<file path="src/hdl/scbr_pkg.sv">
// ----------------------------------------------------------------------------
// scbr_pkg: shared types for the size-class block recycler
// Result status codes, back-end state codes and the front-to-back queue entry.
// ----------------------------------------------------------------------------
package scbr_pkg;

  localparam int unsigned HandleW = 64;
  localparam int unsigned ClassW  = 13;
  localparam int unsigned BytesW  = 48;
  localparam int unsigned GrantW  = 49;
  localparam int unsigned LimitW  = 20;

  typedef enum logic [2:0] {
    ST_BUCKET  = 3'd0,
    ST_SINK    = 3'd1,
    ST_NEW     = 3'd2,
    ST_KEPT    = 3'd3,
    ST_RELEASE = 3'd4
  } status_e;

  // Classified request handed from the front to the back.
  typedef struct packed {
    logic               is_free;
    logic [HandleW-1:0] handle;
    logic [35:0]        cls;      // allocate: rounded units minus one; free: class
    logic [GrantW-1:0]  grant;
  } cmd_t;

  typedef enum logic [2:0] {
    BK_IDLE,
    BK_SCAN,
    BK_HIGH,
    BK_SINK,
    BK_SHIFT,
    BK_RDWAIT,
    BK_DONE
  } bk_state_e;

endpackage

</file>
<file path="src/hdl/scbr_queue.sv">
// ----------------------------------------------------------------------------
// scbr_queue: two-entry command queue
// Decouples the classifier from the back end.
// ----------------------------------------------------------------------------
module scbr_queue (
  input  logic           clk_i,
  input  logic           rst_ni,
  input  logic           push_i,
  input  scbr_pkg::cmd_t data_i,
  output logic           full_o,
  input  logic           pop_i,
  output logic           empty_o,
  output scbr_pkg::cmd_t data_o
);
  import scbr_pkg::*;
  cmd_t       mem_q [2];
  logic       wp_q, rp_q;
  logic [1:0] cnt_q;

  assign full_o  = cnt_q == 2'd2;
  assign empty_o = cnt_q == 2'd0;
  assign data_o  = mem_q[rp_q];

  always_ff @(posedge clk_i) if (push_i) mem_q[wp_q] <= data_i;
  always_ff @(posedge clk_i or negedge rst_ni) begin
    if (!rst_ni) begin
      wp_q <= 1'b0; rp_q <= 1'b0; cnt_q <= '0;
    end else begin
      if (push_i) wp_q <= ~wp_q;
      if (pop_i) rp_q <= ~rp_q;
      cnt_q <= cnt_q + 2'(push_i) - 2'(pop_i);
    end
  end
endmodule

</file>
<file path="config.mk">
export PLATFORM = sky130hd
export DESIGN_NAME = scbr_queue
export DESIGN_NICKNAME = d
export VERILOG_FILES = /design/src/hdl/scbr_pkg.sv /design/src/hdl/scbr_queue.sv
export SDC_FILE = /design/constraint.sdc
export NUM_CORES = 1
export LEC_CHECK = 0
export ABC_CLOCK_PERIOD_IN_PS = 8050
export BUFFER_PORTS_ARGS = -buffer_cell sky130_fd_sc_hd__buf_2
export CORE_ASPECT_RATIO = 0.7
export CORE_MARGIN = 4
export CORE_UTILIZATION = 47
export CTS_CLUSTER_DIAMETER = 120
export CTS_CLUSTER_SIZE = 8
export DETAILED_ROUTE_END_ITERATION = 8
export GPL_TIMING_DRIVEN = 0
export PLACE_DENSITY_LB_ADDON = 0.1
export SYNTH_ARGS = -nofsm -noshare
export SYNTH_HDL_FRONTEND = slang
export SYNTH_SLANG_ARGS = --single-unit
export TNS_END_PERCENT = 20
</file>
<file path="constraint.sdc">
create_clock -name clk_i -period 8.05 [get_ports clk_i]
set_clock_uncertainty 0.1 [all_clocks]
set_input_delay 0.4025 -clock clk_i [delete_from_list [all_inputs] [get_ports clk_i]]
set_output_delay 0.4025 -clock clk_i [all_outputs]
set_load 0.01 [all_outputs]
</file>
==> results by group <==
Yosys
  – Asr flop ratio synth: 1.316%
  – EDFF count, synth: 300
  – Top cells by area, synth: edfxtp_1, mux2_4, mux2_2
  – Synthesized netlist cell count: 482
  – Yosys synthesis warning count: 0
  – Dominant cell by count in the synthesized netlist: edfxtp_1
  – Syn Nets: 638
  – Yosys top cell by area: edfxtp_1
  – Top post-synthesis cells by count: edfxtp_1, mux2_4, mux2_2, buf_6, buf_2
  – Avg Inst Size Synth: 23.62 um2
  – Ys flop type: edfxtp_1
  – Synth cell types: 13
  – Yosys top cell area share: 79.12%
  – Seq cells post-synth: 304
  – Post-synthesis sequential area ratio: 80.00%
  – Mapped Area: 11390 um2

Placed design
  – PortBufs: 305
  – Placement Setup Slack: 5.740 ns
  – Dpl hpwl: 16090 um
  – Final Wtd Congestion: 0.7379

Flow run
  – Max_cap viols: 0

Final layout
  – Fillcell total: 1589
  – Ant. Diodes: 0
  – Area delta synth->final: 42.12%
  – Layout Utilization: 68.11%
  – Nets@finish: 1147
  – Layout cells sized above 1: 52.81%

Setup path
  – R2r setup slk: 5.88 ns
  – CP Data Arrival Time: 1.85 ns
  – FF-to-FF Start: wp_q
  – Kind of critical path: reg2out
  – R2r endpoint: mem_q[0][100]
  – Req. time, crit path: 7.55 ns
  – R2r worst-path depth: 5
  – Crit path capture type: primary output
  – Worst Path Max Fanout: 10
  – Startpoint type of the worst setup path: register
  – Crit. Startpoint: rp_q

Routing
  – Vias: 6353
  – Final wirelength: 24650 um
  – Starting DRT DRC Count: 254
  – Drt pass-1 iters: 4
  – Via/cell ratio: 4.828
  – Routed Antenna Nets: 0
  – Wirelength per Cell: 18.73 um
  – DRC violations left: 0

STA
  – FMAX: 0.4251 GHz
  – Setup slack after layout: 5.698 ns
  – Slew headroom: 65.70%
  – Final Cycle Share: 29.22%
  – Min cycle time layout: 2.352 ns
  – Setup violations, final: 0
  – Worst Max-Slew Pin Slew: 0.5135 ns
  – Count of final hold-check violations: 0
  – Unrepaired setup endpoints after global routing: no
  – Slew Viols, Final: 0

Global routing
  – Vias in the first global route: 7011
  – Tot GR Track Use: 17.83%
  – Largest net degree at the start of global routing: 70
  – Initial antenna violation count: 0
  – Grt ovf: 0
  – First-pass GRT wire length: 37980 um

Floorplanning
  – Height of the die: 138.2 um
  – Initial Util: 47.93%
  – DIE AREA: 26820 um2
  – Core box area: 23760 um2
  – IO Count: 306
  – Num rows: 47
  – Die Span X: 194.0 um

Worst hold path
  – Worst hold path startpoint: data_i[100]
  – Worst hold path type: in2reg
  – Hold Path End: mem_q[1][100]
  – Hold-critical path depth: 1

CTS
  – Root Driver: clkbuf_16
  – TritonCTS clock tree: yes
  – Worst skew pair latency: 0.49 ns
  – Hold bufs inserted after CTS: 151
  – Cts bufs inserted: 43
  – CTS sink cnt: 304
  – Clk slew on worst S/H paths: 0.05 ns
  – H-tree depth: 2
  – Post-CTS Resized: 0
  – Largest buffer count on any clock path: 3
  – Postcts setup bufs: 0

Status
  – Status: finished clean

Power and ir drop
  – Peak supply drop: 0.2464 mV
  – Power Density: 336.1 nW/um2
  – P_leak: 0.006474 uW
sequential cells by signal (all words and copies together) (netlist names):
register / count
rp_q: 1
cnt_q: 2
mem_q: 300
wp_q: 1
routing by layer:
metal  global-route usage, %  part of all wire, %  routed length, um
met5                       0                    0                  0
met4                   4.105                  1.6                391
met3                   5.861                  8.1               2004
met2                   30.21                   49              12170
met1                   22.66                   41              10080
kinds of logic (layout without fill, tap and decap cells):
group,count (synthesis),after routing,share of synthesized area (%)
simple gates,4,4,0.1978
flops,304,304,80.00
fa+ha+maj,2,2,0.2197
buf+inv,19,535,1.418
mux,150,150,17.80
xor+xnor,3,3,0.3626
area by class of cell:
type	count	area, um2	area share [%]
Inverter	2	7.507	0.04639
Clock buffer	52	1152	7.121
Tap cell	318	397.9	2.459
Timing Repair Buffer	464	3236	20.00
Sequential cell	304	9109	56.29
Buffer	17	153.9	0.9511
Multi-Input combinational cell	159	2126	13.14
through the flow:
stage | TNS [ns] | hold slack, ns | area [um2] | power (uW) | std cells
2_1_floorplan | 0 | 0.006909 | 11390 | 3305 | 482
3_3_place_gp | -453.38 | 0.1085 | 13310 | 3871 | 1105
3_5_place_dp | 0 | 0.1127 | 13520 | 3878 | 1113
4_1_cts | 0 | 0.0004582 | 16180 | 5511 | 1316
5_1_grt | 0 | 0.01626 | 16180 | 5707 | 1316
6_report | 0 | 0.02746 | 16180 | 5438 | 1316
placed cells by master (no fill, tap or decap), drive strengths merged:
cell type | Yosys | routed
inv | 2 | 2
clkbuf | 0 | 52
ha | 2 | 2
nor2b | 2 | 2
edfxtp | 300 | 300
dfrtp | 4 | 4
mux2 | 150 | 150
nor2 | 1 | 1
xor2 | 2 | 2
xor3 | 1 | 1
dlygate4sd3 | 0 | 151
and2 | 1 | 1
buf | 17 | 330
worst max-delay path, cell delays in order (launching register included):
cell and delay, ns:
dfrtp_1 0.33, buf_6 0.13, buf_6 0.19, buf_6 0.21
mux2_4 0.32, buf_2 0.16
power by group:
group          internal, uW  total [uW]  switching [uW]  leakage, uW
Clock                   981        1540             563     0.000563
Sequential             2100        2170            72.2      0.00286
Combinational           874        1720             845      0.00305
Total                  3960        5440            1480      0.00647
worst max-delay path by stage:
stage | to | slack [ns] | cells after the start
global placement | mem_q[0][121] | -3.03 | 2
CTS | data_o[76] | 5.63 | 5
finish | data_o[76] | 5.70 | 5
global route | data_o[76] | 5.59 | 5
floorplan | mem_q[0][0] | 0.25 | 1
detailed placement | mem_q[0][121] | 5.74 | 6
Note: power is estimated with default switching activity, not from simulation.
