===== src/hdl/scbr_pkg.sv =====
// ----------------------------------------------------------------------------
// scbr_pkg: shared types for the size-class block recycler
// Result status codes, back-end state codes and the front-to-back queue entry.
// ----------------------------------------------------------------------------
package scbr_pkg;

  localparam int unsigned HandleW = 64;
  localparam int unsigned ClassW  = 13;
  localparam int unsigned BytesW  = 48;
  localparam int unsigned GrantW  = 49;
  localparam int unsigned LimitW  = 20;

  typedef enum logic [2:0] {
    ST_BUCKET  = 3'd0,
    ST_SINK    = 3'd1,
    ST_NEW     = 3'd2,
    ST_KEPT    = 3'd3,
    ST_RELEASE = 3'd4
  } status_e;

  // Classified request handed from the front to the back.
  typedef struct packed {
    logic               is_free;
    logic [HandleW-1:0] handle;
    logic [35:0]        cls;      // allocate: rounded units minus one; free: class
    logic [GrantW-1:0]  grant;
  } cmd_t;

  typedef enum logic [2:0] {
    BK_IDLE,
    BK_SCAN,
    BK_HIGH,
    BK_SINK,
    BK_SHIFT,
    BK_RDWAIT,
    BK_DONE
  } bk_state_e;

endpackage


===== src/hdl/scbr_front.sv =====
// ----------------------------------------------------------------------------
// scbr_front: request classifier
// Rounds allocate sizes to units and builds the queue entry.
// ----------------------------------------------------------------------------
module scbr_front #(
  parameter int unsigned UnitShift = 23
) (
  input  logic                      clk_i,
  input  logic                      rst_ni,
  input  logic                      start_i,
  input  logic                      mode_i,
  input  logic [47:0]               request_bytes_i,
  input  logic [63:0]               block_handle_i,
  input  logic [12:0]               block_class_i,
  output logic                      busy_o,
  output logic                      push_o,
  output scbr_pkg::cmd_t            cmd_o,
  input  logic                      full_i
);
  import scbr_pkg::*;
  localparam int unsigned UnitsW = GrantW - UnitShift;

  logic [GrantW-1:0] size_up;
  logic [UnitsW-1:0] units;
  logic [UnitsW-1:0] units_fl;
  logic              valid_q, valid_d;
  cmd_t              cmd_q, cmd_d;

  always_comb begin
    size_up  = ({1'b0, request_bytes_i} + {{(GrantW-UnitShift){1'b0}}, {UnitShift{1'b1}}});
    units    = size_up[GrantW-1:UnitShift];
    units_fl = (units < UnitsW'(2)) ? UnitsW'(2) : units;
    cmd_d    = cmd_q;
    valid_d  = valid_q && full_i;
    if (start_i && !busy_o) begin
      valid_d       = 1'b1;
      cmd_d.is_free = mode_i;
      cmd_d.handle  = block_handle_i;
      if (mode_i) begin
        cmd_d.cls   = 36'(block_class_i);
        cmd_d.grant = '0;
      end else begin
        cmd_d.cls   = 36'(units_fl - UnitsW'(1));
        cmd_d.grant = {units_fl, {UnitShift{1'b0}}};
      end
    end
  end

  assign busy_o = valid_q && full_i;
  assign push_o = valid_q && !full_i;
  assign cmd_o  = cmd_q;

  always_ff @(posedge clk_i or negedge rst_ni) begin
    if (!rst_ni) valid_q <= 1'b0;
    else valid_q <= valid_d;
  end
  always_ff @(posedge clk_i) cmd_q <= cmd_d;
endmodule


===== config.mk =====
export PLATFORM = sky130hd
export DESIGN_NAME = scbr_front
export DESIGN_NICKNAME = d
export VERILOG_FILES = /design/src/hdl/scbr_pkg.sv /design/src/hdl/scbr_front.sv
export SDC_FILE = /design/constraint.sdc
export NUM_CORES = 1
export LEC_CHECK = 0
export BUFFER_PORTS_ARGS = -buffer_cell sky130_fd_sc_hd__buf_4
export CAP_MARGIN = 20
export CORE_UTILIZATION = 40
export DETAILED_ROUTE_END_ITERATION = 8
export MAX_ROUTING_LAYER = met4
export PLACE_DENSITY = 0.71
export SYNTH_ARGS = -nofsm -noshare
export SYNTH_HDL_FRONTEND = slang
export SYNTH_SLANG_ARGS = --single-unit

===== constraint.sdc =====
create_clock -name clk_i -period 8.15 [get_ports clk_i]
set_input_delay 1.63 -clock clk_i [delete_from_list [all_inputs] [get_ports clk_i]]
set_output_delay 1.63 -clock clk_i [all_outputs]
set_load 0.03 [all_outputs]

==> flow_metrics.env <==
export IMPL_nNetsFinal=837
export IMPL_cp_max_fo=11
export IMPL_wl_um=17200
export IMPL_p_leak_nw=3.34
export IMPL_die_h_um=123
export IMPL_syn_to_final_growth_pct=41.5
export IMPL_powerDensity_mw_per_mm2=210
export IMPL_grt_start_max_net_pins=83
export IMPL_finalCriticalPeriod_ns=5.72
export IMPL_crit_required_ns=8.29
export IMPL_cts_root_buf="clkbuf_16"
export IMPL_ys_ff_latch=119
export IMPL_synth_cell_types=69
export IMPL_die_width_um=123
export IMPL_yosys_warnings=0
export IMPL_synthArstFlopShare_pct=0.840
export IMPL_status="finished, final reports clean"
export IMPL_die_area_mm2=0.0150
export IMPL_holdWs_ns=0.731
export IMPL_routedWlPerCell_um=19.1
export IMPL_rsz0062_at_grt="false"
export IMPL_htreeDepth=4
export IMPL_grtUsageTotal_pct=23.2
export IMPL_fp_coreArea_mm2=0.0140
export IMPL_cts_repair_resize_count=0
export IMPL_hold_viol=0
export IMPL_via_count=4606
export IMPL_synth_area_leaders="edfxtp_1 (61%), buf_4 (4.1%), nor2_1 (3.1%)"
export IMPL_slew_limit_headroom_pct=32.0
export IMPL_dp_cells=866
export IMPL_dpl_cell_area_mm2=0.00764
export IMPL_synth_top_area_share_pct=60.9
export IMPL_synth_edf_count=118
export IMPL_ios=282
export IMPL_worst_pin_slew_ns=1.02
export IMPL_synth_top_cell_by_area="edfxtp_1"
export IMPL_path_clk_slew_ns=0.06
export IMPL_cts_hold_buffers=0
export IMPL_synth_seq_area_share_pct=61.3
export IMPL_power_w=0.00173
export IMPL_holdCritPathClass="flop to flop"
export IMPL_cts_setup_buffers=0
export IMPL_route_antenna_remaining_nets=0
export IMPL_fp_row_count=43
export IMPL_drtIter0Drc=412
export IMPL_grt_first_pass_wirelength_um=24600
export IMPL_gp_congestion=0.890
export IMPL_setup_violations=0
export IMPL_clkSinkCount=119
export IMPL_stdcell_area_mm2=0.00824
export IMPL_clock_path_buffers=2
export IMPL_fin_cells=899
export IMPL_setup_tns_final_ns=0
export IMPL_initial_utilization_pct=41.5
export IMPL_syn_area_per_cell_um2=12.8
export IMPL_antenna_found_initial=0
export IMPL_criticalPathCategory="input port to flop"
export IMPL_cp_arrival_ns=5.86
export IMPL_synthFlopType="edfxtp_1"
export IMPL_finClkSkew_ns=0.00731
export IMPL_via_per_inst=5.12
export IMPL_cts_tree="built"
export IMPL_fmax_mhz=175
export IMPL_drc=0
export IMPL_layout_drive_gt1_share_pct=43.8
export IMPL_dr_pass1_iters=5
export IMPL_worstSkewPairLatency_ns=0.41
export IMPL_start_kind="input port"
export IMPL_syn_cell_area_mm2=0.00582
export IMPL_cp_end_kind="flop"
export IMPL_dp_hpwl_um=13200
export IMPL_grt_overflow_total=0
export IMPL_final_max_slew_viol_count=0
export IMPL_antenna_cells=0
export IMPL_peakVddDrop_mv=0.106
export IMPL_finalCritPeriodShare_pct=70.2
export IMPL_port_buffers=258
export IMPL_cts_made_buffers=17
export IMPL_grt_pass1_vias=4349
export IMPL_drv_cap=0
export IMPL_syn_inst=456
worst max-delay path, stage by stage:
cell and delay, ns:
buf_4 0.12, nor4_2 0.29, nand4_1 0.50, o2111ai_2 0.65
mux2i_1 0.49, nand3b_1 0.29, or4_1 0.49, nand2_1 0.09
ha_1 0.37, or3b_2 0.51, o22ai_1 0.21, xnor2_1 0.14
o21ai_0 0.08
layout make-up:
cell class	count	area [um2]
Timing Repair Buffer	261	1970
Inverter	6	22.5
Fill cell	1143	5800
Tap cell	180	225
Multi-Input combinational cell	301	1880
Clock inverter	12	128
Sequential cell	119	3570
Clock buffer	20	447
layer usage:
layer	vias up	GRT usage (%)	share of wire [%]	wire length [um]
li1	2145	-	-	-
met2	266	40.6	54	9190
met1	2172	25.3	36	6230
met3	23	5.95	8.5	1460
met5	-	-	0	0
met4	0	8.16	1.7	284
worst paths after layout:
check | startpoint | slack [ns] | cells after the start | to
worst max-delay path | request_bytes_i[9] | 2.43 | 13 | cmd_o[55]
worst min-delay path | valid_q | 0.73 | 2 | valid_q
worst max register to register | valid_q | 5.84 | 4 | cmd_o[60]
worst min register to register | valid_q | 0.73 | 2 | valid_q
max in group asynchronous | rst_ni | 7.09 | 1 | valid_q
min in group asynchronous | rst_ni | 0.98 | 1 | valid_q
cells in the final DEF, fill, tap and decap left out, types with 6 or more instances in the layout:
master and count:
nand4_1 8, nand2_1 32, nor4_1 8, and3_1 7
nor3_1 13, mux2i_1 6, xor2_1 20, o31ai_1 6
a21oi_1 10, edfxtp_1 118, inv_1 6, nor2_1 48
o21ai_0 11, conb_1 24, xnor2_1 17, buf_4 260
clkbuf_16 17, nand3_1 13
metrics by stage:
step,setup slack (ns),util (%)
final,2.43,58.7
after global routing,2.12,58.7
after detailed placement,2.08,54.4
after floorplan,0.431,-
after CTS,2.47,58.5
after global placement,2.26,54.4
state kept, by name (all words and copies together), names as in the netlist:
name     flops
cmd_o      118
valid_q      1
synth_stat cells, types with 3 or more instances:
cell	number
clkbuf_1	8
o31a_1	3
nand3_1	13
nor4_2	3
xor2_1	20
nor2_1	48
buf_6	5
nand2b_1	3
edfxtp_1	118
nor4_1	8
and3_1	7
o2111ai_1	3
nand3_2	3
nand4_1	8
and4_1	5
buf_4	32
clkbuf_8	6
o21ai_0	11
and2_1	5
mux2i_1	6
o31ai_1	6
or4_1	3
nand2_1	32
a21oi_1	10
nor3_1	13
inv_1	6
or3_1	4
xnor2_1	17
power breakdown:
group          switching (W)  internal [W]
clock               0.000270      0.000457
combinational       0.000169      0.000103
sequential         0.0000105      0.000717
total               0.000449       0.00128
cells by family after synthesis:
kind of cell | Yosys count | synth area share (%)
compound gates | 59 | 7.71
simple gates | 173 | 15.8
buf+inv | 59 | 8.12
flops | 119 | 61.3
other cells | 1 | 0.0644
xor+xnor | 37 | 5.57
fa+ha+maj | 1 | 0.215
mux | 7 | 1.22
Note: power is estimated with default switching activity, not from simulation.
